## config.mk

```make
export PLATFORM = sky130hd
export DESIGN_NAME = mpfd_pix
export DESIGN_NICKNAME = d
export VERILOG_FILES = /design/src/rtl/mpfd_pkg.sv /design/src/rtl/mpfd_pix.sv
export SDC_FILE = /design/constraint.sdc
export NUM_CORES = 1
export LEC_CHECK = 0
export ABC_AREA = 1
export BUFFER_PORTS_ARGS = -buffer_cell sky130_fd_sc_hd__buf_2
export CORE_AREA = 3 3 40 42
export DETAILED_ROUTE_END_ITERATION = 8
export DIE_AREA = 0 0 43 45
export GPL_TIMING_DRIVEN = 0
export PLACE_DENSITY = 0.72
export REMOVE_ABC_BUFFERS = 1
export SYNTH_ARGS = -nofsm -noshare
export SYNTH_HDL_FRONTEND = slang
export SYNTH_SLANG_ARGS = --single-unit
```

## constraint.sdc

```tcl
create_clock -name vclk -period 1.55
set_input_delay 0.2325 -clock vclk [all_inputs]
set_output_delay 0.2325 -clock vclk [all_outputs]
set_load 0.03 [all_outputs]
```

## src/rtl/mpfd_pkg.sv

```systemverilog
package mpfd_pkg;

  // field widths of the command and result items
  localparam int unsigned ACT_W   = 3;
  localparam int unsigned COORD_W = 8;
  localparam int unsigned DATA_W  = 8;

  // command codes
  typedef enum logic [ACT_W-1:0] {
    ACT_PIXEL = 3'd0,
    ACT_HLINE = 3'd1,
    ACT_VLINE = 3'd2,
    ACT_RECT  = 3'd3,
    ACT_FILL  = 3'd4,
    ACT_CLEAR = 3'd5,
    ACT_READ  = 3'd6
  } action_e;

  // sequencer states
  typedef enum logic [2:0] {
    ST_CLEAR,
    ST_IDLE,
    ST_SEG,
    ST_RD,
    ST_WR,
    ST_BYTE,
    ST_BYTE_WAIT,
    ST_DONE
  } state_e;

  // pixel request handed to the pixel unit
  typedef struct packed {
    logic [COORD_W-1:0] x;
    logic [COORD_W-1:0] y;
    logic               val;
  } pix_req_t;

endpackage

```

## src/rtl/mpfd_pix.sv

```systemverilog
module mpfd_pix #(
  parameter int unsigned WIDTH_PIXELS  = 128,
  parameter int unsigned HEIGHT_PIXELS = 64,
  parameter int unsigned ADDR_W        = 10
) (
  input  mpfd_pkg::pix_req_t          req_i,
  input  logic [mpfd_pkg::DATA_W-1:0] rdata_i,
  output logic                        ok_o,
  output logic [ADDR_W-1:0]           addr_o,
  output logic [mpfd_pkg::DATA_W-1:0] merged_o
);
  import mpfd_pkg::*;

  logic [COORD_W-4:0] page;
  logic [DATA_W-1:0]  mask;

  // on-panel check
  assign ok_o = ({1'b0, req_i.x} < (COORD_W+1)'(WIDTH_PIXELS)) &&
                ({1'b0, req_i.y} < (COORD_W+1)'(HEIGHT_PIXELS));

  // byte address: column plus page times panel width
  assign page   = req_i.y[COORD_W-1:3];
  assign addr_o = ADDR_W'(req_i.x) + ADDR_W'(page) * ADDR_W'(WIDTH_PIXELS);

  // set or clear the row bit inside the stored byte
  assign mask     = DATA_W'(1) << req_i.y[2:0];
  assign merged_o = req_i.val ? (rdata_i | mask) : (rdata_i & ~mask);

endmodule

```

==> reports/metrics.yaml, run 1 <==
status: "completed"
setup_viol: 0
drv_slew: 0
critical_path.max_stage_delay_ns: 0.21
die_area_sq_mm: 0.001935
row_count: 13
cts_resized: 0
peakVddDrop_mv: 0.1323
grt_pass1_vias: 322
critPathSlowestCell: "buf_2"
required_ns: 1.32
avgSynthCellArea_sq_um: 6.084
drt_first_pass_iters: 2
syn_area_sq_um: 310.3
hp-class: "input port to output pin"
relSlewSlack_pct: 83.47
p_switching_uw: 98.72
hold_viol: 0
final_common_cell: "buf_2"
vias: 370
ys_seq_area_share_pct: 0
dp_hpwl_microns: 644.4
hold_buffers: 0
totalWireLength_microns: 774
hold_path_depth: 0
critPathMaxFanout: 1
power_frac_comb_pct: 100.0
worstMarginPinSlew_ns: 0.2480
rsz0062_at_grt: "false"
first_iter_violations: 2
tns_ns: 0
layout.area.seq_sq_um: 0
maxCapViolCount: 0
min_from: "req_i[10]"
p_seq_share_pct: 0
power_density_mw_per_mm2: 379.2
grt_pass1_wl_mm: 1.290
endpoint_kind: "output pin"
grt_overflow: 0
gp_congestion: 0.7251
nClkBuffers: 0
min_period_ns: 1.282
final_cell_mix: "30 x buf_2, 17 x nand2_1, 7 x nand3_1, 5 x nand4_1, 3 x inv_2"
p_sw_share_pct: 67.12
hold_end: "addr_o[1]"
wire_per_inst_microns: 9.106
crit_arrival_ns: 1.05
remaining_drc_errors: 0
die_x_microns: 43
antenna_found_initial: 0
fmax_mhz: 780.0
critical_path_class: "input port to output pin"
die_h_microns: 45
min_period_over_period_pct: 82.71
fin_nets: 99
worst_setup_path_start_kind: "input port"
setup_ws_ns: 0.2680
internal_power_uw: 48.37
design.seq.count: 0
post_cts.repair.setup_buffers: 0
port_buffers: 30
place_area_sq_um: 387.9
grt_max_degree: 10
layout-drive-gt1-share_pct: 50.00
area_growth_pct: 25.00
io_pins: 44
via_per_inst: 4.353
crit_chain: "buf_2, ha_1, ha_1, xor2_1, buf_2"
initial_core_util_pct: 24.15
cp.buffers_inverters: 2
antennaDiodeCount: 0
dp_slack_ns: 0.2641
track_usage_pct: 7.960
cp_top_family: "adder cells"
antenna_left: 0
core_area_sq_mm: 0.001285
synth_cell_types: 14
synth_warnings: 0
clkPwrFrac_pct: 0
power.leakage_uw: 0.0002465
fin_area_sq_um: 387.9
synth_cells: 51
kinds of logic after synthesis:
| logic type | after synthesis | synth area share, % |
|---|---|---|
| xor gates and xnor gates | 1 | 2.823 |
| buffers and inverters | 15 | 34.27 |
| AOI/OAI and AO/OA | 1 | 1.611 |
| adders and majority gates | 2 | 8.063 |
| and+or+nand+nor | 32 | 53.22 |
per-stage QoR:
step           utilization (%)  hold WS, ns  std cells  total power, uW
2_1_floorplan                -       0.4650         40            88.05
3_3_place_gp             30.19       0.4653         85            145.8
3_5_place_dp             30.19       0.4653         85            148.2
4_1_cts                  30.19       0.4653         85            148.5
5_1_grt                  30.19       0.4652         85            161.6
6_report                 30.19       0.4652         85            147.1
final cells by class:
cell class                 count  area (sq um)
tap                           15         18.77
fill                         145         897.1
inverter                       4         15.01
timing repair buffer          30         150.1
multi-input combinational     36         203.9
power by group through the flow:
stage                     Sequential (uW)  Clock, uW  Combinational [uW]
final                                   0          0                 147
after global routing                    0          0                 162
after detailed placement                0          0                 148
after global placement                  0          0                 146
after floorplan                         0          0                88.1
after CTS                               0          0                 149
how the worst max path moves through the flow:
stage	slack, ns	cells past startpoint	to	startpoint
3_5_place_dp	0.26	5	addr_o[9]	req_i[4]
3_3_place_gp	0.28	5	addr_o[9]	req_i[4]
6_report	0.27	5	addr_o[9]	req_i[4]
4_1_cts	0.26	5	addr_o[9]	req_i[4]
5_1_grt	0.22	5	addr_o[9]	req_i[4]
2_1_floorplan	0.22	3	addr_o[9]	req_i[4]
per-layer routing:
layer | vias up | global-route usage, % | routed length, microns
li1 | 201 | - | -
met1 | 130 | 11.19 | 349
met2 | 39 | 11.98 | 259
met3 | 0 | 3.586 | 165
met4 | 0 | 0 | 0
met5 | - | 0 | 0
synthesized netlist by cell type:
| cell type | instances | area, sq um |
|---|---|---|
| buf_4 | 7 | 52.55 |
| o21ai_1 | 1 | 5.000 |
| nand3_1 | 7 | 35.03 |
| nor2_8 | 1 | 20.02 |
| xor2_1 | 1 | 8.760 |
| inv_1 | 1 | 3.750 |
| nor3_1 | 1 | 5.000 |
| buf_2 | 1 | 5.000 |
| nand2_1 | 17 | 63.81 |
| inv_2 | 3 | 11.26 |
| buf_6 | 3 | 33.78 |
| nand3_2 | 1 | 10.01 |
| nand4_1 | 5 | 31.28 |
| ha_1 | 2 | 25.02 |
Note: power is estimated with default switching activity, not from simulation.
==> run 2, diff against run 1 <==
==> constraint.sdc (replaced) <==
create_clock -name vclk -period 1.2
set_input_delay 0.18 -clock vclk [all_inputs]
set_output_delay 0.18 -clock vclk [all_outputs]
set_load 0.03 [all_outputs]
==> run 2 against run 1 <==
First-iteration DRC count stayed put; die area unchanged; highest routed layer unchanged; routed wire length is 0.26% lower; via count increased by 0.54%; core utilization up 0.19 points; hold slack got worse by 0.10 ns; non-clock buffer count unchanged; critical path depth unchanged; sequential share of layout area did not move; largest cell class unchanged.
==> reports/metrics.yaml, run 2 (synthesis results as in run 1) <==
status: "completed"  # unchanged
worstMarginPinSlew_ns: 0.2480  # unchanged
fmax_mhz: 867.0
final_cells: 85  # unchanged
crit_path_frequent_cell: "ha_1"
initial_core_util_pct: 24.15  # unchanged
track_usage_pct: 7.960  # unchanged
final_cell_mix: "29 x buf_2, 17 x nand2_1, 7 x nand3_1, 5 x nand4_1, 3 x inv_2"  # was 30 x buf_2, 17 x nand2_1, 7 x nand3_1, 5 x nand4_1, 3 x inv_2
endpoint_kind: "output pin"  # unchanged
relSlewSlack_pct: 83.47  # unchanged
grt_pass1_wl_mm: 1.290  # unchanged
fin_nets: 99  # unchanged
drv_slew: 0  # unchanged
peakVddDrop_mv: 0.1775  # was 0.1323 mV
die_x_microns: 43  # unchanged
maxCapViolCount: 0  # unchanged
io_pins: 44  # unchanged
antenna_found_initial: 0  # unchanged
nFillCells: 144  # was 145
final_common_cell: "buf_2"  # unchanged
power_density_mw_per_mm2: 491.1  # was 379.2 mW/mm^2
hold_buffers: 0  # unchanged
min_period_over_period_pct: 96.12
power.leakage_uw: 0.0002473  # was 0.0002465 uW
rsz0062_at_grt: "false"  # unchanged
core_area_sq_mm: 0.001285  # unchanged
totalWireLength_microns: 772  # was 774 microns
via_per_inst: 4.376  # was 4.353
port_buffers: 30  # unchanged
required_ns: 1.02  # was 1.32 ns
critical_path_class: "input port to output pin"  # unchanged
grt_max_degree: 10  # unchanged
min_period_ns: 1.153
critPathMaxFanout: 1  # unchanged
nClkBuffers: 0  # unchanged
remaining_drc_errors: 0  # unchanged
hold_path_depth: 0  # unchanged
cts_resized: 0  # unchanged
layout-drive-gt1-share_pct: 50.00  # unchanged
dp_hpwl_microns: 644.4  # unchanged
grt_pass1_vias: 322  # unchanged
fin_area_sq_um: 390.4  # was 387.9 sq um
layout.area.seq_sq_um: 0  # unchanged
gp_congestion: 0.7251  # unchanged
design.seq.count: 0  # unchanged
antennaDiodeCount: 0  # unchanged
wire_per_inst_microns: 9.082  # was 9.106 microns
setup_viol: 0  # unchanged
worst_setup_path_start_kind: "input port"  # unchanged
first_iter_violations: 2  # unchanged
critPathSlowestCell: "ha_1"  # was buf_2
grt_overflow: 0  # unchanged
row_count: 13  # unchanged
die_h_microns: 45  # unchanged
hold_viol: 0  # unchanged
crit_chain: "buf_2, ha_1, ha_1, xor2_1, buf_4"  # was buf_2, ha_1, ha_1, xor2_1, buf_2
place_area_sq_um: 387.9  # unchanged
timing.hold.ws_ns: 0.3602  # was 0.4652 ns
hp-class: "input port to output pin"  # unchanged
crit_arrival_ns: 0.97  # was 1.05 ns
die_area_sq_mm: 0.001935  # unchanged
antenna_left: 0  # unchanged
critical_path.max_stage_delay_ns: 0.19  # was 0.21 ns
drt_first_pass_iters: 2  # unchanged
area_growth_pct: 25.81  # was 25.00%
vias: 372  # was 370
dp.cells: 85  # unchanged
post_cts.repair.setup_buffers: 0  # unchanged
-- run 2: area by class of cell --
| cell class | instances | area, sq um | share of cell area (%) |
|---|---|---|---|
| Multi-Input combinational cell | 36 | 203.9 | 52.24 |
| Inverter | 4 | 15.01 | 3.846 |
| Timing Repair Buffer | 30 | 152.6 | 39.10 |
| Tap cell | 15 | 18.77 | 4.808 |
-- run 2: worst max-delay path: cells and delay by family --
kind	cells	cell delay [ns]
buf+inv	2	0.26
xor+xnor	1	0.15
fa+ha+maj	2	0.38
-- run 2: path summary, 6_finish.rpt --
check	end	start	slack (ns)
max	addr_o[9]	req_i[4]	0.05
min	addr_o[1]	req_i[10]	0.36
-- run 2: stage by stage --
step	power, uW	setup slack, ns	util [%]	TNS [ns]
after floorplan	113.7	-0.02054	-	-0.02054
after global placement	188.3	0.03163	30.19	0
after detailed placement	191.5	0.01906	30.19	0
after CTS	191.9	0.01245	30.19	0
after global routing	210.7	0.004374	30.38	0
final	191.7	0.04660	30.38	0
-- run 2: per-layer routing --
metal / up-vias / GRT usage, % / part of all wire (%)
met2: 39 / 11.98 / 34
met3: 0 / 3.586 / 21
met4: 0 / 0 / 0
li1: 201 / - / -
met5: - / 0 / 0
met1: 132 / 11.19 / 45
-- run 2: power breakdown --
group	internal, uW	switching (uW)
combinational	64.2	128
clock	0	0
sequential	0	0
total	64.2	128
